## config.mk

```make
export PLATFORM = sky130hd
export DESIGN_NAME = pdcp_count_sequence_tracker_unit
export DESIGN_NICKNAME = d
export VERILOG_FILES = /design/src/design/pdcp_cst_pkg.sv /design/src/design/pdcp_cst_queue.sv /design/src/design/pdcp_cst_front.sv /design/src/design/pdcp_cst_back.sv /design/src/design/pdcp_count_sequence_tracker_unit.sv
export SDC_FILE = /design/constraint.sdc
export NUM_CORES = 1
export LEC_CHECK = 0
export BUFFER_PORTS_ARGS = -buffer_cell sky130_fd_sc_hd__clkbuf_2
export CAP_MARGIN = 40
export CORE_UTILIZATION = 40
export CTS_BUF_LIST = sky130_fd_sc_hd__clkbuf_4 sky130_fd_sc_hd__clkbuf_8 sky130_fd_sc_hd__clkbuf_16
export DETAILED_ROUTE_END_ITERATION = 10
export GPL_TIMING_DRIVEN = 0
export PLACE_DENSITY_LB_ADDON = 0.15
export SLEW_MARGIN = 25
export SYNTH_ARGS = -nofsm -noshare
export SYNTH_HDL_FRONTEND = slang
export SYNTH_SLANG_ARGS = --single-unit
```

## constraint.sdc

```tcl
create_clock -name clk -period 20.8 [get_ports clk]
set_clock_uncertainty 0.05 [all_clocks]
set_input_delay 3.12 -clock clk [delete_from_list [all_inputs] [get_ports clk]]
set_output_delay 3.12 -clock clk [all_outputs]
set_load 0.005 [all_outputs]
```

## src/design/pdcp_cst_pkg.sv

```systemverilog
// Shared types, codes and helpers for the PDCP COUNT / sequence tracker.
// No dependencies; the front end, back end and top level import this package.
package pdcp_cst_pkg;

	// Field widths
	localparam int NUM_W   = 18;
	localparam int HFN_W   = 27;
	localparam int COUNT_W = 32;
	localparam int LEN_W   = 5;
	localparam int WIN_W   = 12;
	localparam int BYTES_W = 16;
	localparam int CFG_IDX_W  = 2;
	localparam int CFG_DATA_W = 12;

	// Default queue depths
	localparam int CMD_DEPTH_DEF = 4;
	localparam int RES_DEPTH_DEF = 2;

	// Opcodes
	localparam logic [1:0] OP_TX    = 2'd0;
	localparam logic [1:0] OP_RX    = 2'd1;
	localparam logic [1:0] OP_REEST = 2'd2;

	// Bearer modes
	localparam logic [1:0] MODE_SRB = 2'd0;
	localparam logic [1:0] MODE_UM  = 2'd1;

	// Result status codes
	localparam logic [2:0] ST_TX_ASSIGNED = 3'd0;
	localparam logic [2:0] ST_RX_DELIVER  = 3'd1;
	localparam logic [2:0] ST_RX_DISCARD  = 3'd2;
	localparam logic [2:0] ST_RX_SHORT    = 3'd3;
	localparam logic [2:0] ST_CTRL_PASSED = 3'd4;
	localparam logic [2:0] ST_TX_DROPPED  = 3'd5;
	localparam logic [2:0] ST_INTEG_FAIL  = 3'd6;
	localparam logic [2:0] ST_REESTAB     = 3'd7;

	// Configuration register indexes
	localparam logic [CFG_IDX_W-1:0] CFG_SN_LENGTH      = 2'd0;
	localparam logic [CFG_IDX_W-1:0] CFG_BEARER_MODE    = 2'd1;
	localparam logic [CFG_IDX_W-1:0] CFG_REORDER_WINDOW = 2'd2;
	localparam logic [CFG_IDX_W-1:0] CFG_HEADER_BYTES   = 2'd3;

	// Reset values
	localparam logic [LEN_W-1:0] SN_LENGTH_RST      = 5'd12;
	localparam logic [1:0]       BEARER_MODE_RST    = 2'd2;
	localparam logic [WIN_W-1:0] REORDER_WINDOW_RST = 12'd2048;
	localparam logic [1:0]       HEADER_BYTES_RST   = 2'd2;
	localparam logic [NUM_W-1:0] LAST_DELIV_RST     = 18'd4095;

	typedef struct packed {
		logic [1:0]         opcode;
		logic [NUM_W-1:0]   seq_num;
		logic               use_given_num;
		logic               lower_queue_full;
		logic               is_control;
		logic [BYTES_W-1:0] pdu_bytes;
		logic               integrity_passed;
	} in_item_t;

	typedef struct packed {
		logic [2:0]         status;
		logic [COUNT_W-1:0] count_value;
		logic [NUM_W-1:0]   used_num;
	} out_item_t;

	typedef struct packed {
		logic [LEN_W-1:0] sn_length;
		logic [1:0]       bearer_mode;
		logic [WIN_W-1:0] reorder_window;
		logic [1:0]       header_bytes;
	} cfg_t;

	// Item classes decided by the front end
	typedef enum logic [3:0] {
		K_TX_DROP,
		K_TX_GIVEN,
		K_TX_NEXT,
		K_RX_CTRL,
		K_RX_SHORT,
		K_RX_SRB,
		K_RX_UM,
		K_RX_AM,
		K_REEST_CLR,
		K_REEST_KEEP
	} kind_t;

	typedef struct packed {
		kind_t            kind;
		logic [NUM_W-1:0] sn;
		logic             integ_ok;
	} cls_item_t;

	// Clamp the configured number width to 5..18
	function automatic logic [LEN_W-1:0] eff_len(input logic [LEN_W-1:0] len);
		logic [LEN_W-1:0] r;
		if (len < LEN_W'(5)) begin
			r = LEN_W'(5);
		end else if (len > LEN_W'(NUM_W)) begin
			r = LEN_W'(NUM_W);
		end else begin
			r = len;
		end
		return r;
	endfunction

	// Largest sequence number for a clamped width
	function automatic logic [NUM_W-1:0] num_mask(input logic [LEN_W-1:0] len);
		logic [NUM_W-1:0] ones;
		ones = '1;
		return ~(ones << len);
	endfunction

endpackage

```

## src/design/pdcp_cst_queue.sv

```systemverilog
// Small register queue used between front and back end and for results.
// Depends on nothing; width and depth come in as parameters (depth >= 2).
module pdcp_cst_queue #(
	parameter int WIDTH = 8,
	parameter int DEPTH = 4
) (
	input  logic             clk,
	input  logic             arst_n,
	input  logic             push,
	input  logic [WIDTH-1:0] wdata,
	output logic             full,
	input  logic             pop,
	output logic [WIDTH-1:0] rdata,
	output logic             empty
);

	localparam int PTR_W = $clog2(DEPTH);
	localparam int CNT_W = $clog2(DEPTH + 1);

	logic [WIDTH-1:0] mem_q [DEPTH];
	logic [PTR_W-1:0] wr_ptr_q, rd_ptr_q;
	logic [CNT_W-1:0] cnt_q;
	logic             do_push, do_pop;

	assign full    = (cnt_q == CNT_W'(DEPTH));
	assign empty   = (cnt_q == '0);
	assign do_push = push && !full;
	assign do_pop  = pop && !empty;
	assign rdata   = mem_q[rd_ptr_q];

	// Store entries
	always_ff @(posedge clk) begin
		if (do_push) begin
			mem_q[wr_ptr_q] <= wdata;
		end
	end

	// Advance pointers and occupancy
	always_ff @(posedge clk or negedge arst_n) begin
		if (!arst_n) begin
			wr_ptr_q <= '0;
			rd_ptr_q <= '0;
			cnt_q    <= '0;
		end else begin
			if (do_push) begin
				wr_ptr_q <= (wr_ptr_q == PTR_W'(DEPTH - 1)) ? '0 : wr_ptr_q + PTR_W'(1);
			end
			if (do_pop) begin
				rd_ptr_q <= (rd_ptr_q == PTR_W'(DEPTH - 1)) ? '0 : rd_ptr_q + PTR_W'(1);
			end
			if (do_push && !do_pop) begin
				cnt_q <= cnt_q + CNT_W'(1);
			end else if (do_pop && !do_push) begin
				cnt_q <= cnt_q - CNT_W'(1);
			end
		end
	end

endmodule

```

## src/design/pdcp_cst_front.sv

```systemverilog
// Front end: accepts input items, classifies them and masks the number.
// Depends on pdcp_cst_pkg; feeds the command queue.
module pdcp_cst_front (
	input  pdcp_cst_pkg::cfg_t      cfg,
	input  logic                    push,
	input  pdcp_cst_pkg::in_item_t  in_item,
	output logic                    full,
	output logic                    cls_push,
	output pdcp_cst_pkg::cls_item_t cls_item,
	input  logic                    cls_full
);
	import pdcp_cst_pkg::*;

	logic [LEN_W-1:0] len;
	logic             is_data;
	logic             op_valid;

	assign len      = eff_len(cfg.sn_length);
	assign is_data  = (cfg.bearer_mode != MODE_SRB);
	assign op_valid = (in_item.opcode == OP_TX) || (in_item.opcode == OP_RX) ||
	                  (in_item.opcode == OP_REEST);
	assign full     = cls_full;
	// Drop the unused opcode here: it is taken but never queued
	assign cls_push = push && !cls_full && op_valid;

	// Classify the transaction
	always_comb begin
		cls_item.sn       = in_item.seq_num & num_mask(len);
		cls_item.integ_ok = in_item.integrity_passed;
		cls_item.kind     = K_REEST_KEEP;
		case (in_item.opcode)
			OP_TX: begin
				if (in_item.lower_queue_full) begin
					cls_item.kind = K_TX_DROP;
				end else if (in_item.use_given_num) begin
					cls_item.kind = K_TX_GIVEN;
				end else begin
					cls_item.kind = K_TX_NEXT;
				end
			end
			OP_RX: begin
				if (is_data && in_item.is_control) begin
					cls_item.kind = K_RX_CTRL;
				end else if (in_item.pdu_bytes <= BYTES_W'(cfg.header_bytes)) begin
					cls_item.kind = K_RX_SHORT;
				end else if (cfg.bearer_mode == MODE_SRB) begin
					cls_item.kind = K_RX_SRB;
				end else if (cfg.bearer_mode == MODE_UM) begin
					cls_item.kind = K_RX_UM;
				end else begin
					cls_item.kind = K_RX_AM;
				end
			end
			OP_REEST: begin
				if (cfg.bearer_mode == MODE_SRB || cfg.bearer_mode == MODE_UM) begin
					cls_item.kind = K_REEST_CLR;
				end else begin
					cls_item.kind = K_REEST_KEEP;
				end
			end
			default: begin
				cls_item.kind = K_REEST_KEEP;
			end
		endcase
	end

endmodule

```

## src/design/pdcp_cst_back.sv

```systemverilog
// Back end: holds the bearer's counters, estimates COUNT and forms results.
// Depends on pdcp_cst_pkg; reads the command queue, writes the result queue.
module pdcp_cst_back (
	input  logic                    clk,
	input  logic                    arst_n,
	input  pdcp_cst_pkg::cfg_t      cfg,
	input  logic                    cmd_valid,
	input  pdcp_cst_pkg::cls_item_t cmd_item,
	output logic                    cmd_pop,
	output logic                    res_push,
	output pdcp_cst_pkg::out_item_t res_item,
	input  logic                    res_full
);
	import pdcp_cst_pkg::*;

	logic [NUM_W-1:0] next_tx_q, next_rx_q, last_q;
	logic [HFN_W-1:0] tx_hfn_q, rx_hfn_q;
	logic [NUM_W-1:0] next_tx_d, next_rx_d, last_d;
	logic [HFN_W-1:0] tx_hfn_d, rx_hfn_d;

	logic [LEN_W-1:0] len;
	logic [NUM_W-1:0] m, sn, sn_plus, tx_used;
	logic             sn_at_max, behind;
	logic [HFN_W-1:0] rxh_inc, rxh_inc2, rxh_dec, hfn_sel;
	logic [NUM_W-1:0] num_sel;
	logic [NUM_W:0]   sn_m_last, last_m_sn, next_m_sn, sn_m_next;
	logic [NUM_W-1:0] win;
	logic             am_discard, am_ahead, am_old;
	logic             keep_count;
	logic [NUM_W+HFN_W-1:0] shifted;
	logic             take;

	assign take     = cmd_valid && !res_full;
	assign cmd_pop  = take;
	assign res_push = take;

	assign len       = eff_len(cfg.sn_length);
	assign m         = num_mask(len);
	assign sn        = cmd_item.sn;
	assign sn_plus   = sn + NUM_W'(1);
	assign sn_at_max = (sn == m);
	assign behind    = (sn < next_rx_q);
	assign tx_used   = next_tx_q & m;
	assign rxh_inc   = rx_hfn_q + HFN_W'(1);
	assign rxh_inc2  = rx_hfn_q + HFN_W'(2);
	assign rxh_dec   = rx_hfn_q - HFN_W'(1);

	// Plain signed differences for the AM window rules
	assign win        = NUM_W'(cfg.reorder_window);
	assign sn_m_last  = {1'b0, sn} - {1'b0, last_q};
	assign last_m_sn  = {1'b0, last_q} - {1'b0, sn};
	assign next_m_sn  = {1'b0, next_rx_q} - {1'b0, sn};
	assign sn_m_next  = {1'b0, sn} - {1'b0, next_rx_q};
	assign am_discard = (!sn_m_last[NUM_W] && (sn_m_last[NUM_W-1:0] > win)) ||
	                    (!last_m_sn[NUM_W] && (last_m_sn[NUM_W-1:0] < win));
	assign am_ahead   = !next_m_sn[NUM_W] && (next_m_sn[NUM_W-1:0] > win);
	assign am_old     = !sn_m_next[NUM_W] && (sn_m_next[NUM_W-1:0] >= win);

	// Decide status, counter updates and the HFN / number that form COUNT
	always_comb begin
		next_tx_d  = next_tx_q;
		tx_hfn_d   = tx_hfn_q;
		next_rx_d  = next_rx_q;
		rx_hfn_d   = rx_hfn_q;
		last_d     = last_q;
		hfn_sel    = rx_hfn_q;
		num_sel    = sn;
		keep_count = 1'b0;
		res_item.status   = ST_REESTAB;
		res_item.used_num = '0;
		case (cmd_item.kind)
			K_TX_DROP: begin
				res_item.status = ST_TX_DROPPED;
			end
			K_TX_GIVEN: begin
				res_item.status   = ST_TX_ASSIGNED;
				res_item.used_num = sn;
				hfn_sel           = tx_hfn_q;
				keep_count        = 1'b1;
			end
			K_TX_NEXT: begin
				res_item.status   = ST_TX_ASSIGNED;
				res_item.used_num = tx_used;
				hfn_sel           = tx_hfn_q;
				num_sel           = tx_used;
				keep_count        = 1'b1;
				if (tx_used == m) begin
					next_tx_d = '0;
					tx_hfn_d  = tx_hfn_q + HFN_W'(1);
				end else begin
					next_tx_d = tx_used + NUM_W'(1);
				end
			end
			K_RX_CTRL: begin
				res_item.status = ST_CTRL_PASSED;
			end
			K_RX_SHORT: begin
				res_item.status = ST_RX_SHORT;
			end
			K_RX_SRB, K_RX_UM: begin
				res_item.used_num = sn;
				keep_count        = 1'b1;
				hfn_sel           = behind ? rxh_inc : rx_hfn_q;
				if (cmd_item.kind == K_RX_SRB && !cmd_item.integ_ok) begin
					res_item.status = ST_INTEG_FAIL;
				end else begin
					res_item.status = ST_RX_DELIVER;
					next_rx_d       = sn_at_max ? '0 : sn_plus;
					if (sn_at_max) begin
						rx_hfn_d = behind ? rxh_inc2 : rxh_inc;
					end else begin
						rx_hfn_d = behind ? rxh_inc : rx_hfn_q;
					end
				end
			end
			K_RX_AM: begin
				res_item.used_num = sn;
				if (am_discard) begin
					res_item.status = ST_RX_DISCARD;
				end else begin
					res_item.status = ST_RX_DELIVER;
					keep_count      = 1'b1;
					last_d          = sn;
					if (am_ahead) begin
						// Number from the next hyperframe
						hfn_sel   = rxh_inc;
						next_rx_d = sn_at_max ? '0 : sn_plus;
						rx_hfn_d  = sn_at_max ? rxh_inc2 : rxh_inc;
					end else if (am_old) begin
						// Number from the previous hyperframe
						hfn_sel = rxh_dec;
					end else if (!sn_m_next[NUM_W]) begin
						hfn_sel   = rx_hfn_q;
						next_rx_d = sn_at_max ? '0 : sn_plus;
						rx_hfn_d  = sn_at_max ? rxh_inc : rx_hfn_q;
					end else begin
						hfn_sel = rx_hfn_q;
					end
				end
			end
			K_REEST_CLR: begin
				res_item.status = ST_REESTAB;
				next_tx_d = '0;
				tx_hfn_d  = '0;
				next_rx_d = '0;
				rx_hfn_d  = '0;
			end
			K_REEST_KEEP: begin
				res_item.status = ST_REESTAB;
			end
			default: begin
				res_item.status = ST_REESTAB;
			end
		endcase

		// Form COUNT from the chosen HFN and number
		shifted = {{NUM_W{1'b0}}, hfn_sel} << len;
		res_item.count_value = keep_count ?
			(shifted[COUNT_W-1:0] | COUNT_W'(num_sel)) : '0;
	end

	// Hold bearer state
	always_ff @(posedge clk or negedge arst_n) begin
		if (!arst_n) begin
			next_tx_q <= '0;
			tx_hfn_q  <= '0;
			next_rx_q <= '0;
			rx_hfn_q  <= '0;
			last_q    <= LAST_DELIV_RST;
		end else if (take) begin
			next_tx_q <= next_tx_d;
			tx_hfn_q  <= tx_hfn_d;
			next_rx_q <= next_rx_d;
			rx_hfn_q  <= rx_hfn_d;
			last_q    <= last_d;
		end
	end

endmodule

```

## src/design/pdcp_count_sequence_tracker_unit.sv

```systemverilog
// Top level of the PDCP COUNT / sequence tracker for one bearer.
// Depends on pdcp_cst_pkg, pdcp_cst_front, pdcp_cst_queue and pdcp_cst_back.
//
// Channel   Handshake                 Payload
// input     push / full               in_item  (opcode, seq_num, flags, pdu_bytes)
// result    empty / pop               out_item (status, count_value, used_num)
// config    cfg_valid / cfg_ready     cfg_index, cfg_data
//
// One item per cycle sustained while the result queue has room; an item's result
// is poppable once it has passed the command queue, then the result queue.
// The back end's combinational COUNT estimate over the bearer counters sets the rate.
// Reset clears the counters, both queues and loads the register defaults.
// A full result queue stalls the back end; the command queue then fills and
// raises full. Configuration is always ready.
module pdcp_count_sequence_tracker_unit #(
	parameter int CMD_DEPTH = pdcp_cst_pkg::CMD_DEPTH_DEF,
	parameter int RES_DEPTH = pdcp_cst_pkg::RES_DEPTH_DEF
) (
	input  logic                                    clk,
	input  logic                                    arst_n,
	input  logic                                    push,
	output logic                                    full,
	input  pdcp_cst_pkg::in_item_t                  in_item,
	output logic                                    empty,
	input  logic                                    pop,
	output pdcp_cst_pkg::out_item_t                 out_item,
	input  logic                                    cfg_valid,
	output logic                                    cfg_ready,
	input  logic [pdcp_cst_pkg::CFG_IDX_W-1:0]      cfg_index,
	input  logic [pdcp_cst_pkg::CFG_DATA_W-1:0]     cfg_data
);
	import pdcp_cst_pkg::*;

	localparam int CLS_W = $bits(cls_item_t);
	localparam int OUT_W = $bits(out_item_t);

	cfg_t      cfg_q;
	logic      cmd_push, cmd_full, cmd_empty, cmd_pop;
	cls_item_t cmd_wr, cmd_rd;
	logic      res_push, res_full;
	out_item_t res_wr;
	logic [CLS_W-1:0] cmd_rd_bits;
	logic [OUT_W-1:0] res_rd_bits;

	assign cfg_ready = 1'b1;

	// Write configuration registers
	always_ff @(posedge clk or negedge arst_n) begin
		if (!arst_n) begin
			cfg_q.sn_length      <= SN_LENGTH_RST;
			cfg_q.bearer_mode    <= BEARER_MODE_RST;
			cfg_q.reorder_window <= REORDER_WINDOW_RST;
			cfg_q.header_bytes   <= HEADER_BYTES_RST;
		end else if (cfg_valid && cfg_ready) begin
			case (cfg_index)
				CFG_SN_LENGTH:      cfg_q.sn_length      <= cfg_data[LEN_W-1:0];
				CFG_BEARER_MODE:    cfg_q.bearer_mode    <= cfg_data[1:0];
				CFG_REORDER_WINDOW: cfg_q.reorder_window <= cfg_data[WIN_W-1:0];
				CFG_HEADER_BYTES:   cfg_q.header_bytes   <= cfg_data[1:0];
				default: begin
					cfg_q <= cfg_q;
				end
			endcase
		end
	end

	pdcp_cst_front u_front (
		.cfg      (cfg_q),
		.push     (push),
		.in_item  (in_item),
		.full     (full),
		.cls_push (cmd_push),
		.cls_item (cmd_wr),
		.cls_full (cmd_full)
	);

	pdcp_cst_queue #(
		.WIDTH (CLS_W),
		.DEPTH (CMD_DEPTH)
	) u_cmd_queue (
		.clk    (clk),
		.arst_n (arst_n),
		.push   (cmd_push),
		.wdata  (cmd_wr),
		.full   (cmd_full),
		.pop    (cmd_pop),
		.rdata  (cmd_rd_bits),
		.empty  (cmd_empty)
	);

	assign cmd_rd = cls_item_t'(cmd_rd_bits);

	pdcp_cst_back u_back (
		.clk       (clk),
		.arst_n    (arst_n),
		.cfg       (cfg_q),
		.cmd_valid (!cmd_empty),
		.cmd_item  (cmd_rd),
		.cmd_pop   (cmd_pop),
		.res_push  (res_push),
		.res_item  (res_wr),
		.res_full  (res_full)
	);

	pdcp_cst_queue #(
		.WIDTH (OUT_W),
		.DEPTH (RES_DEPTH)
	) u_res_queue (
		.clk    (clk),
		.arst_n (arst_n),
		.push   (res_push),
		.wdata  (res_wr),
		.full   (res_full),
		.pop    (pop),
		.rdata  (res_rd_bits),
		.empty  (empty)
	);

	assign out_item = out_item_t'(res_rd_bits);

	// Every command taken by the back end yields exactly one result
	a_one_result: assert property (@(posedge clk) disable iff (!arst_n)
		(cmd_pop && !cmd_empty) == res_push)
		else $error("command consumed without a matching result");

	// Back end never pushes into a full result queue
	a_res_room: assert property (@(posedge clk) disable iff (!arst_n)
		res_push |-> !res_full)
		else $error("result pushed while result queue full");

	// Unused opcode is never queued
	a_no_rsvd: assert property (@(posedge clk) disable iff (!arst_n)
		cmd_push |-> (in_item.opcode == OP_TX || in_item.opcode == OP_RX ||
		              in_item.opcode == OP_REEST))
		else $error("unused opcode entered the command queue");

	// A queued command shows the back end a pending item next cycle
	a_cmd_seen: assert property (@(posedge clk) disable iff (!arst_n)
		cmd_push |=> !cmd_empty || $past(cmd_pop))
		else $error("queued command lost");

endmodule
```

Word level (Yosys, flattened, before mapping)
Memories as Yosys holds them, arrays and structs flattened. Cells that the tools add are included.

Add/sub/neg operators: 18. Magnitude comparators: 8. Equal/unequal tests: 26. Shift-type cells: 2. Mux-type cells: 56. Bitwise logic cells: 5. Reductions and logical operators: 58.

Operators by type and width (number): 27-bit two-way mux (14); 27-bit case mux with 3 select lines (2); 18-bit two-way mux (8); 18-bit by 18-bit subtractor with 19-bit output (4); 18-bit case mux with 2 select lines (2); 27-bit by 1-bit adder with 27-bit output, second input constant (2); 18-bit case mux with 3 select lines (1); 27-bit case mux with 2 select lines (1); 18-bit by 1-bit adder with 18-bit output, second input constant (2); 18-bit bitwise AND (2); 18-bit == test (2); 18-bit by 12-bit greater-than comparator with 1-bit output (2); 32-bit two-way mux (1); 32-bit by 18-bit bitwise OR with 32-bit output (1); 27-bit by 5-bit << shifter with 32-bit output (1); 27-bit by 2-bit adder with 27-bit output, second input constant (1); 27-bit by 1-bit subtractor with 27-bit output, second input constant (1); 18-bit by 12-bit greater-or-equal comparator with 1-bit output (1); 18-bit by 12-bit less-than comparator with 1-bit output (1); 18-bit less-than comparator (1); 18-bit NOT (1); 3-bit case mux with 6 select lines (1); 18-bit by 5-bit << shifter with 18-bit output, first input constant (1); 1-bit logical AND (17); other kinds (41) (103).

Register bits: 140. RAM bits: 198. Input bits: 59. Output and inout bits: 56. Word-level logic and storage cells: 190. Memories: 2.

Memory list: u_res_queue.mem_q (depth 2, width 53, rd ports 1, clocked after Yosys merged registers in 0, write ports 1, RTL line pdcp_cst_queue.sv:20) `logic [WIDTH-1:0] mem_q [DEPTH];`; u_cmd_queue.mem_q (depth 4, width 23, rd ports 1, clocked after Yosys merged registers in 0, write ports 1, RTL line pdcp_cst_queue.sv:20).

Depth between registers and ports, before layout
Gate-level depths: netlist (run 1).

Word-level depth: 12. Depth in mapped cells: 31. Depth with buffers taken out: 26.

Modules after synthesis
From an unflattened synthesis (run 1), not the netlist that was laid out.

Cell total of the unflattened synthesis: 2803. Area total of the unflattened synthesis: 25745.9 µm².

By module, submodules not included: pdcp_cst_back (instances 1, cells an instance 2344, area an instance 16399.5 µm², sequential area each 2717.6 µm²); pdcp_cst_queue (u_res_queue) (instances 1, cells an instance 184, area an instance 4271.6 µm², sequential area each 3283.1 µm²); pdcp_cst_queue (u_cmd_queue) (instances 1, cells an instance 158, area an instance 3786.1 µm², sequential area each 2937.8 µm²); pdcp_count_sequence_tracker_unit (instances 1, cells an instance 50, area an instance 883.3 µm², sequential area each 531.8 µm²); pdcp_cst_front (instances 1, cells an instance 67, area an instance 405.4 µm², sequential area each 0.0 µm²).

Worst setup path before layout (run 1)
No wires, ideal clock.

Path kind: register to register. From: register u_cmd_queue.rd_ptr_q[0]. To: memory u_res_queue.mem_q[0][33] in the netlist's numbering, data pin. Setup time: 0.274 ns. Data arrival time: 6.238 ns. Required time: 20.476 ns. Path slack: 14.238 ns. Cell stages (with the launch flop): 26. Buffers on the path: 3. Period minus slack after synthesis: 6.562 ns. Cells stage by stage: dfrtp_1 buf_2 buf_4 mux4_2 inv_1 ha_1 buf_2 and3_1 a221oi_1 o21ai_0 xnor2_1 ha_1 and4_1 nand2_1 o32ai_1 a31oi_1 a41oi_1 o311ai_1 o31ai_2 mux2_2 a211oi_1 nor3_1 mux4_2 or2_2 o211ai_1 a21oi_1.

RTL lines: start, declared (RTL line pdcp_cst_queue.sv:21) `logic [PTR_W-1:0] wr_ptr_q, rd_ptr_q;`; start signal, assigned (RTL line pdcp_cst_queue.sv:49) `rd_ptr_q <= (rd_ptr_q == PTR_W'(DEPTH - 1)) ? '0 : rd_ptr_q + PTR_W'(1);`; end, declared (RTL line pdcp_cst_queue.sv:20).

==> results of run 1 <==
-- worst max path at each step --
stage | slack, ns | end | from
after floorplan | 14.24 | u_res_queue.mem_q[0][33] | u_cmd_queue.rd_ptr_q[0]
after global placement | 11.14 | u_res_queue.mem_q[0][36] | u_cmd_queue.rd_ptr_q[0]
after detailed placement | 11.51 | u_res_queue.mem_q[0][36] | u_cmd_queue.rd_ptr_q[0]
after CTS | 11.46 | u_res_queue.mem_q[0][36] | u_cmd_queue.rd_ptr_q[0]
after global routing | 10.91 | u_res_queue.mem_q[1][45] | u_cmd_queue.rd_ptr_q[0]
final | 11.22 | u_res_queue.mem_q[1][36] | u_cmd_queue.rd_ptr_q[0]
-- cells in the final DEF, fill, tap and decap left out, types with 35 or more instances in the layout --
cell type	instances
a21oi_1	199
o21ai_0	187
xor2_1	47
o31ai_1	35
ha_1	137
edfxtp_1	198
a21o_1	45
a211oi_1	37
dfrtp_1	123
nor3_1	50
inv_1	114
clkbuf_1	131
clkbuf_2	108
xnor2_1	100
mux2i_1	45
clkbuf_16	40
mux2_2	81
nor2_1	191
nand2_1	257
nand3_1	79
-- routing by layer --
metal  vias up  GRT usage, %  part of all wire [%]
met5         -             0                 0.029
met4         4          11.2                   3.9
met3       189          4.43                   7.0
met2       923          45.1                    44
met1     11056          41.4                    45
li1      10186             -                     -
-- worst max-delay path: cells and delay by family, from the launching register on --
| kind | cells | cell delay [ns] |
|---|---|---|
| AO/OA/AOI/OAI | 13 | 4.10 |
| XOR/XNOR | 1 | 0.29 |
| adder cells (fa/ha/maj) | 2 | 0.67 |
| buffers and inverters | 7 | 2.43 |
| flip-flops | 1 | 0.34 |
| multiplexers | 1 | 0.37 |
| AND/OR/NAND/NOR | 2 | 1.03 |
-- sequential cells by signal, summed over array words and instances (netlist names) --
signal / cells
u_res_queue.wr_ptr_q: 1
u_res_queue.rd_ptr_q: 1
u_cmd_queue.rd_ptr_q: 2
u_back.rx_hfn_q: 27
u_cmd_queue.wr_ptr_q: 2
u_res_queue.cnt_q: 2
u_cmd_queue.mem_q: 92
u_back.last_q: 18
u_res_queue.mem_q: 106
u_back.next_tx_q: 18
u_back.tx_hfn_q: 27
u_cmd_queue.cnt_q: 3
u_back.next_rx_q: 18
cfg_q: 21
-- cell families (layout without fill, tap and decap cells) --
family	after synthesis	after routing	synth area share, %
compound gates	767	767	20.1
fa+ha+maj	142	142	7.40
xor+xnor	147	147	5.25
mux	150	150	7.77
buf+inv	286	492	4.57
flops	338	338	38.6
other cells	1	1	0.0153
simple gates	819	819	16.2
-- through the flow --
| stage | hold slack [ns] | setup WS (ns) | instances |
|---|---|---|---|
| after floorplan | 0.406 | 14.24 | 2650 |
| after global placement | 0.426 | 11.14 | 3540 |
| after detailed placement | 0.437 | 11.51 | 3562 |
| after CTS | 0.445 | 11.46 | 3634 |
| after global routing | 0.472 | 10.91 | 3638 |
| final | 0.441 | 11.22 | 3638 |
-- layout make-up --
class	count	share of cell area (%)
Multi-Input combinational cell	2026	50.5
Sequential cell	338	34.2
Clock buffer	51	3.98
Tap cell	782	3.54
Timing Repair Buffer	134	2.95
Buffer	171	2.49
Inverter	115	1.56
Clock inverter	21	0.724
==> flow_metrics.env, run 1 <==
export IMPL_status="finished, final reports clean"
export IMPL_grt_overflow_total=0
export IMPL_crit_type="flop to flop"
export IMPL_core_um2=60500
export IMPL_first_global_vias=21605
export IMPL_path_max_fanout=10
export IMPL_area_delta_synth_final_pct=12.9
export IMPL_slew_headroom_pct=34.5
export IMPL_regArea_um2=9470
export IMPL_syn_area_per_cell_um2=9.25
export IMPL_holdPathStages=2
export IMPL_num_vias=22358
export IMPL_clock_latency_ns=0.58
export IMPL_synthMostInstantiatedCell="nand2_1"
export IMPL_cpMostUsedCell="buf_2"
export IMPL_clk_pin_slew_ns=0.06
export IMPL_synth_warnings=0
export IMPL_cts_tree="done"
export IMPL_maxSlewViolCount=0
export IMPL_gp_congestion=0.979
export IMPL_synth_distinct_cells=90
export IMPL_ctsHoldBuffers=0
export IMPL_finish_instance_area_um2=27700
export IMPL_r2r_end="u_res_queue.mem_q[1][36]"
export IMPL_io_buffers=108
export IMPL_multi_input_area_um2=14000
export IMPL_die_h_um=250
export IMPL_rows=90
export IMPL_htree_levels=2
export IMPL_synth_flop_cell="edfxtp_1"
export IMPL_required_ns=21.05
export IMPL_grt_pass1_wl_mm=138
export IMPL_route_detailed_drc=0
export IMPL_arrival_ns=9.83
export IMPL_startpoint_type="flop"
export IMPL_dieArea_um2=62300
export IMPL_synthDominantCellAreaShare_pct=24.3
export IMPL_cts_buffer_depth=3
export IMPL_hold_end="u_back.last_q[11]"
export IMPL_antenna_found_initial=3
export IMPL_synth_area_top_cells="edfxtp_1 24%, dfrtp_1 13%, ha_1 7.0%"
export IMPL_cap_violations=0
export IMPL_wl_per_cell_um=25.7
export IMPL_syn_num_nets=2851
export IMPL_syn_instance_count=2650
export IMPL_globalRouteTotalUtil_pct=29.3
export IMPL_post_route_period_util_pct=46.1
export IMPL_ff2ff_path_depth=26
export IMPL_start_util_pct=40.5
export IMPL_critPathMaxStageDelay_ns=0.76
export IMPL_ys_ff_latch=338
export IMPL_syn_cell_area_um2=24500
export IMPL_reg2reg_slack_ns=11.22
export IMPL_clock_sinks=338
export IMPL_cts_root_buffer="clkbuf_16"
export IMPL_ant_nets=0
export IMPL_place_area_um2=26300
export IMPL_layout_nets=3027
export IMPL_drive_gt1_share_pct=13.9
export IMPL_dieWidth_um=250
export IMPL_r2r_start="u_cmd_queue.rd_ptr_q[0]"
export IMPL_io_pins=115
export IMPL_cp_slowest_cell="o41a_1"
export IMPL_num_fill_cells=5881
export IMPL_hpwl_mm=72.6
export IMPL_avgViaCountPerCell=6.15
export IMPL_final_hold_viol_count=0
export IMPL_tns_ns=0
export IMPL_worstHoldStart="u_back.last_q[11]"
export IMPL_tightest_slew_ns=0.983
export IMPL_rsz0062_at_grt="false"
export IMPL_cts_buffers_inserted=40
export IMPL_grt_max_degree=77
export IMPL_synth_top_area_cell="edfxtp_1"
export IMPL_post_cts_buffers=0
export IMPL_drt_iter0_markers=2263
export IMPL_async_flop_share_pct=41.4
export IMPL_critPathCaptureType="flop"
export IMPL_yosysSeqAreaShare_pct=38.6
export IMPL_setup_violations_final=0
export IMPL_fmaxAchievable_mhz=104
export IMPL_layout_min_cycle_time_ns=9.58
export IMPL_dr_pass1_iters=6
export IMPL_synthTopCellsByCount="257 x nand2_1, 200 x a21oi_1, 198 x edfxtp_1, 192 x nor2_1, 187 x o21ai_0"
export IMPL_cts_resized=0
export IMPL_hold_class="flop to flop"
export IMPL_final_core_utilization_pct=45.7
export IMPL_drt_wl_total_mm=93.4
export IMPL_synth_edf_count=198
export IMPL_antenna_cells=0
Power of run 1 is left out: the tool's default activity adds up to more than one toggle a clock period on the data nets, which glitch-free logic cannot reach.
==> run 2, diff against run 1 <==
clock period = 9.7 ns   (was 20.8 ns; I/O delays follow)
==> run 2 against run 1 <==
Global-route usage did not move; sequential share of layout area barely moved; count of clock-buffer cells in the layout did not move; critical path depth rose by 1; maximum frequency rose by 4.3%; final area barely moved; core utilization barely moved; routed wire length fell by 0.14%; setup slack got worse by 11 ns; register-to-register slack got worse by 11 ns; sequential cell count did not move; non-clock buffer count fell by 1; critical endpoint unchanged; largest cell class unchanged; highest routed layer unchanged.
==> flow_metrics.env, run 2 (same netlist as run 1, synthesis figures left out) <==
export IMPL_ff2ff_path_depth=27
export IMPL_reg_top3="u_res_queue.mem_q: 106 flops, u_cmd_queue.mem_q: 92 flops"
export IMPL_area_delta_synth_final_pct=12.9
export IMPL_dieArea_um2=62300
export IMPL_slew_headroom_pct=33.9
export IMPL_clock_sinks=338
export IMPL_hold_end="u_back.last_q[11]"
export IMPL_layout_nets=3026
export IMPL_cts_buffers_inserted=40
export IMPL_die_h_um=250
export IMPL_status="finished, final reports clean"
export IMPL_hpwl_mm=72.6
export IMPL_dr_pass1_iters=6
export IMPL_gp_congestion=0.979
export IMPL_ctsHoldBuffers=0
export IMPL_post_route_period_util_pct=94.7
export IMPL_route_detailed_drc=0
export IMPL_multi_input_area_um2=14000
export IMPL_critPathCaptureType="flop"
export IMPL_cts_tree="done"
export IMPL_required_ns=9.95
export IMPL_start_util_pct=40.5
export IMPL_dieWidth_um=250
export IMPL_num_vias=22306
export IMPL_num_fill_cells=5882
export IMPL_rows=90
export IMPL_io_buffers=108
export IMPL_crit_type="flop to flop"
export IMPL_r2r_end="u_res_queue.mem_q[1][36]"
export IMPL_htree_levels=2
export IMPL_largest_register="u_res_queue.mem_q"
export IMPL_clk_pin_slew_ns=0.07
export IMPL_layout_commonest_cell="nand2_1"
export IMPL_cts_buffer_depth=3
export IMPL_io_pins=115
export IMPL_ant_nets=0
export IMPL_wl_per_cell_um=25.6
export IMPL_fmaxAchievable_mhz=109
export IMPL_avgViaCountPerCell=6.13
export IMPL_maxSlewViolCount=0
export IMPL_hold_class="flop to flop"
export IMPL_final_hold_viol_count=0
export IMPL_holdPathStages=2
export IMPL_rsz0062_at_grt="false"
export IMPL_drive_gt1_share_pct=13.9
export IMPL_grt_overflow_total=0
export IMPL_antenna_cells=0
export IMPL_path_max_fanout=10
export IMPL_globalRouteTotalUtil_pct=29.3
export IMPL_largest_reg_flops=106
export IMPL_grt_pass1_wl_mm=138
export IMPL_startpoint_type="flop"
export IMPL_core_um2=60500
export IMPL_drt_wl_total_mm=93.3
export IMPL_clock_latency_ns=0.58
export IMPL_setup_violations_final=0
export IMPL_antenna_found_initial=3
export IMPL_cts_root_buffer="clkbuf_16"
export IMPL_grt_max_degree=77
export IMPL_regArea_um2=9470
export IMPL_tns_ns=0
export IMPL_layout_min_cycle_time_ns=9.18
export IMPL_reg2reg_slack_ns=0.52
export IMPL_worstHoldStart="u_back.last_q[11]"
export IMPL_cap_violations=0
export IMPL_arrival_ns=9.43
export IMPL_tightest_slew_ns=0.992
export IMPL_r2r_start="u_cmd_queue.rd_ptr_q[0]"
export IMPL_drt_iter0_markers=2291
export IMPL_first_global_vias=21605
export IMPL_final_cell_mix="257 x nand2_1, 199 x a21oi_1, 198 x edfxtp_1"
==> run 2: how the worst max path moves through the flow <==
stage                                  startpoint  slack, ns                  endpoint  cells past startpoint
final                     u_cmd_queue.rd_ptr_q[0]       0.52  u_res_queue.mem_q[1][36]                     27
after global routing      u_cmd_queue.rd_ptr_q[0]       0.20  u_res_queue.mem_q[0][36]                     26
after floorplan           u_cmd_queue.rd_ptr_q[0]       3.14  u_res_queue.mem_q[0][33]                     25
after CTS                 u_cmd_queue.rd_ptr_q[0]       0.36  u_res_queue.mem_q[0][36]                     26
after global placement    u_cmd_queue.rd_ptr_q[0]       0.04  u_res_queue.mem_q[0][36]                     26
after detailed placement  u_cmd_queue.rd_ptr_q[0]       0.41  u_res_queue.mem_q[1][36]                     26
==> run 2: area by class of cell <==
cell class | instances | area share, %
Multi-Input combinational cell | 2026 | 50.5
Tap cell | 782 | 3.54
Inverter | 115 | 1.56
Timing Repair Buffer | 134 | 2.95
Buffer | 170 | 2.48
Clock inverter | 21 | 0.724
Clock buffer | 51 | 3.98
Sequential cell | 338 | 34.2
==> run 2: critical path, stage by stage, from the launching register on <==
cell,delay [ns]
dfrtp_1,0.34
buf_2,0.29
buf_4,0.30
mux4_2,0.74
inv_1,0.19
ha_1,0.24
buf_2,0.18
and3_1,0.19
a221oi_1,0.83
o21ai_0,0.34
xnor2_1,0.23
ha_1,0.32
and4_1,0.20
nand2_1,0.06
o32ai_1,0.29
a31oi_1,0.14
a41oi_1,0.35
o311ai_2,0.33
o31a_1,0.44
buf_2,0.27
buf_2,0.26
o31ai_1,0.37
mux2_2,0.40
nor2_1,0.12
a22oi_1,0.11
a21oi_1,0.60
a21oi_1,0.17
a221oi_1,0.54
==> run 2: per-stage QoR <==
step / util [%] / hold WS, ns / setup WS (ns) / instances / instance area (um^2)
after detailed placement: 43.5 / 0.437 / 0.411 / 3562 / 26300
final: 45.8 / 0.442 / 0.518 / 3637 / 27700
after CTS: 45.7 / 0.445 / 0.359 / 3634 / 27600
after floorplan: - / 0.406 / 3.14 / 2650 / 24500
after global routing: 45.8 / 0.472 / 0.203 / 3637 / 27700
after global placement: 43.0 / 0.426 / 0.0355 / 3540 / 26000
==> run 2: what timing repair did <==
action                                  CTS  global route
gates resized for setup                   0             2
endpoints found under the hold margin     0             0
endpoints found under the setup margin    0            14
setup buffers                             0             0
==> run 2: per-layer routing <==
layer / wire, um / part of all wire (%) / vias to the layer above / GRT usage (%)
met2: 41100 / 44 / 955 / 45.1
met4: 3700 / 4.0 / 4 / 11.2
met1: 41700 / 45 / 10963 / 41.4
met3: 6760 / 7.2 / 195 / 4.43
li1: - / - / 10189 / -
met5: 27 / 0.029 / - / 0
Power of run 2 is left out for the same reason.
==> run 3, diff against run 2 <==
PLACE_DENSITY = 0.55   (was default)
PLACE_DENSITY_LB_ADDON = default   (was 0.15)
==> run 3 against run 2 <==
Setup slack better by 0.028 ns; first-iteration DRC count shrank 0.74%; global-route usage fell by 0.29 points; sequential share of layout area hardly changed; largest cell class unchanged; sequential cell count did not move; register-to-register slack better by 0.03 ns; via count down 0.38%; routed wire length fell by 2.0%; worst hold slack is essentially flat; core utilization about the same; non-clock buffer count decreased by 4; critical path depth did not move.
==> flow_metrics.env, run 3 (same netlist as run 1, synthesis figures left out) <==
export IMPL_avgViaCountPerCell=6.11
export IMPL_gp_congestion=0.994
export IMPL_path_max_fanout=10
export IMPL_ant_nets=0
export IMPL_globalRouteTotalUtil_pct=29.0
export IMPL_cts_buffers_inserted=41
export IMPL_drive_gt1_share_pct=13.8
export IMPL_die_h_um=250
export IMPL_io_pins=115
export IMPL_core_um2=60500
export IMPL_grt_pass1_wl_mm=138
export IMPL_antenna_found_initial=1
export IMPL_first_global_vias=21752
export IMPL_wl_per_cell_um=25.1
export IMPL_grt_overflow_total=0
export IMPL_start_util_pct=40.5
export IMPL_antenna_cells=0
export IMPL_layout_commonest_cell="nand2_1"
export IMPL_largest_register="u_res_queue.mem_q"
export IMPL_cpMostUsedCell="buf_2"
export IMPL_clock_latency_ns=0.57
export IMPL_drt_wl_total_mm=91.4
export IMPL_maxSlewViolCount=0
export IMPL_route_detailed_drc=0
export IMPL_dieArea_um2=62300
export IMPL_rows=90
export IMPL_hold_class="flop to flop"
export IMPL_setup_violations_final=0
export IMPL_cts_tree="done"
export IMPL_clock_sinks=338
export IMPL_cap_violations=0
export IMPL_final_cell_mix="257 x nand2_1, 199 x a21oi_1, 198 x edfxtp_1"
export IMPL_dieWidth_um=250
export IMPL_htree_levels=2
export IMPL_path_delay_family="compound AO/OA/AOI/OAI gates"
export IMPL_cts_buffer_depth=3
export IMPL_grt_max_degree=77
export IMPL_num_fill_cells=5912
export IMPL_post_cts_buffers=0
export IMPL_arrival_ns=9.41
export IMPL_post_route_period_util_pct=94.4
export IMPL_tightest_slew_ns=0.942
export IMPL_critPathCaptureType="flop"
export IMPL_multi_input_area_um2=14000
export IMPL_cts_resized=0
export IMPL_startpoint_type="flop"
export IMPL_layout_nets=3023
export IMPL_slew_headroom_pct=36.7
export IMPL_final_hold_viol_count=0
export IMPL_dr_pass1_iters=7
export IMPL_crit_type="flop to flop"
export IMPL_status="finished, final reports clean"
export IMPL_largest_reg_flops=106
export IMPL_num_vias=22221
export IMPL_clk_pin_slew_ns=0.06
export IMPL_regArea_um2=9470
export IMPL_fmaxAchievable_mhz=109
export IMPL_critPathMaxStageDelay_ns=0.73
export IMPL_drt_iter0_markers=2274
export IMPL_timing_critical_path_buf_inv=6
export IMPL_cp_slowest_cell="mux4_2"
export IMPL_layout_min_cycle_time_ns=9.15
export IMPL_area_delta_synth_final_pct=13.0
export IMPL_tns_ns=0
export IMPL_required_ns=9.95
export IMPL_reg_top3="u_res_queue.mem_q: 106 flops, u_cmd_queue.mem_q: 92 flops"
export IMPL_ctsHoldBuffers=0
export IMPL_cts_root_buffer="clkbuf_16"
export IMPL_hpwl_mm=71.2
export IMPL_io_buffers=108
export IMPL_rsz0062_at_grt="false"
[run 3: stage by stage]
stage	cell area, um^2	hold slack [ns]	cells	utilization, %	setup slack (ns)
floorplan	24500	0.406	2650	-	3.14
finish	27700	0.442	3635	45.8	0.546
detailed placement	26300	0.437	3555	43.5	0.517
CTS	27600	0.445	3629	45.7	0.458
global placement	26000	0.427	3540	43.0	0.472
global route	27700	0.462	3635	45.8	0.0166
[run 3: per-layer routing]
layer,track usage [%],vias up,part of all wire (%)
met5,0,-,0
met4,10.9,0,3.7
met3,3.74,168,6.4
met2,45.6,871,44
met1,40.7,11008,45
li1,-,10174,-
[run 3: path summary, 6_finish.rpt]
| kind | startpoint | endpoint | slack [ns] | depth (start not counted) |
|---|---|---|---|---|
| max | u_cmd_queue.rd_ptr_q[0] | u_res_queue.mem_q[0][45] | 0.55 | 27 |
| max in group asynchronous | arst_n | u_back.tx_hfn_q[24] | 7.95 | 2 |
| min reg2reg | u_back.last_q[3] | u_back.last_q[3] | 0.44 | 2 |
| min | u_back.last_q[3] | u_back.last_q[3] | 0.44 | 2 |
| min in group asynchronous | arst_n | u_cmd_queue.wr_ptr_q[0] | 0.83 | 1 |
| max reg2reg | u_cmd_queue.rd_ptr_q[0] | u_res_queue.mem_q[0][45] | 0.55 | 27 |
[run 3: worst reg2reg max path, cell delays in order, from the launching register on]
cell      delay [ns]
dfrtp_1         0.34
buf_2           0.28
buf_4           0.31
mux4_2          0.74
inv_1           0.25
ha_1            0.26
buf_2           0.18
and3_1          0.19
a221oi_1        0.63
o21ai_0         0.35
xnor2_1         0.23
ha_1            0.32
and4_1          0.21
nand2_1         0.06
o32ai_1         0.30
a31oi_1         0.14
a41oi_1         0.34
o311ai_2        0.34
o31a_1          0.44
buf_2           0.27
buf_2           0.25
nor4_1          0.50
o21ai_0         0.15
a211oi_1        0.60
mux2i_1         0.27
mux2i_1         0.29
o22ai_1         0.12
a211oi_1        0.49
[run 3: final cells by class]
cell class	instances	share of cell area [%]
clock buffer	51	3.98
multi-input combinational	2026	50.4
buffer	170	2.48
sequential	338	34.2
inverter	115	1.56
tap	782	3.53
timing repair buffer	130	2.94
clock inverter	23	0.863
Power of run 3 is left out for the same reason.
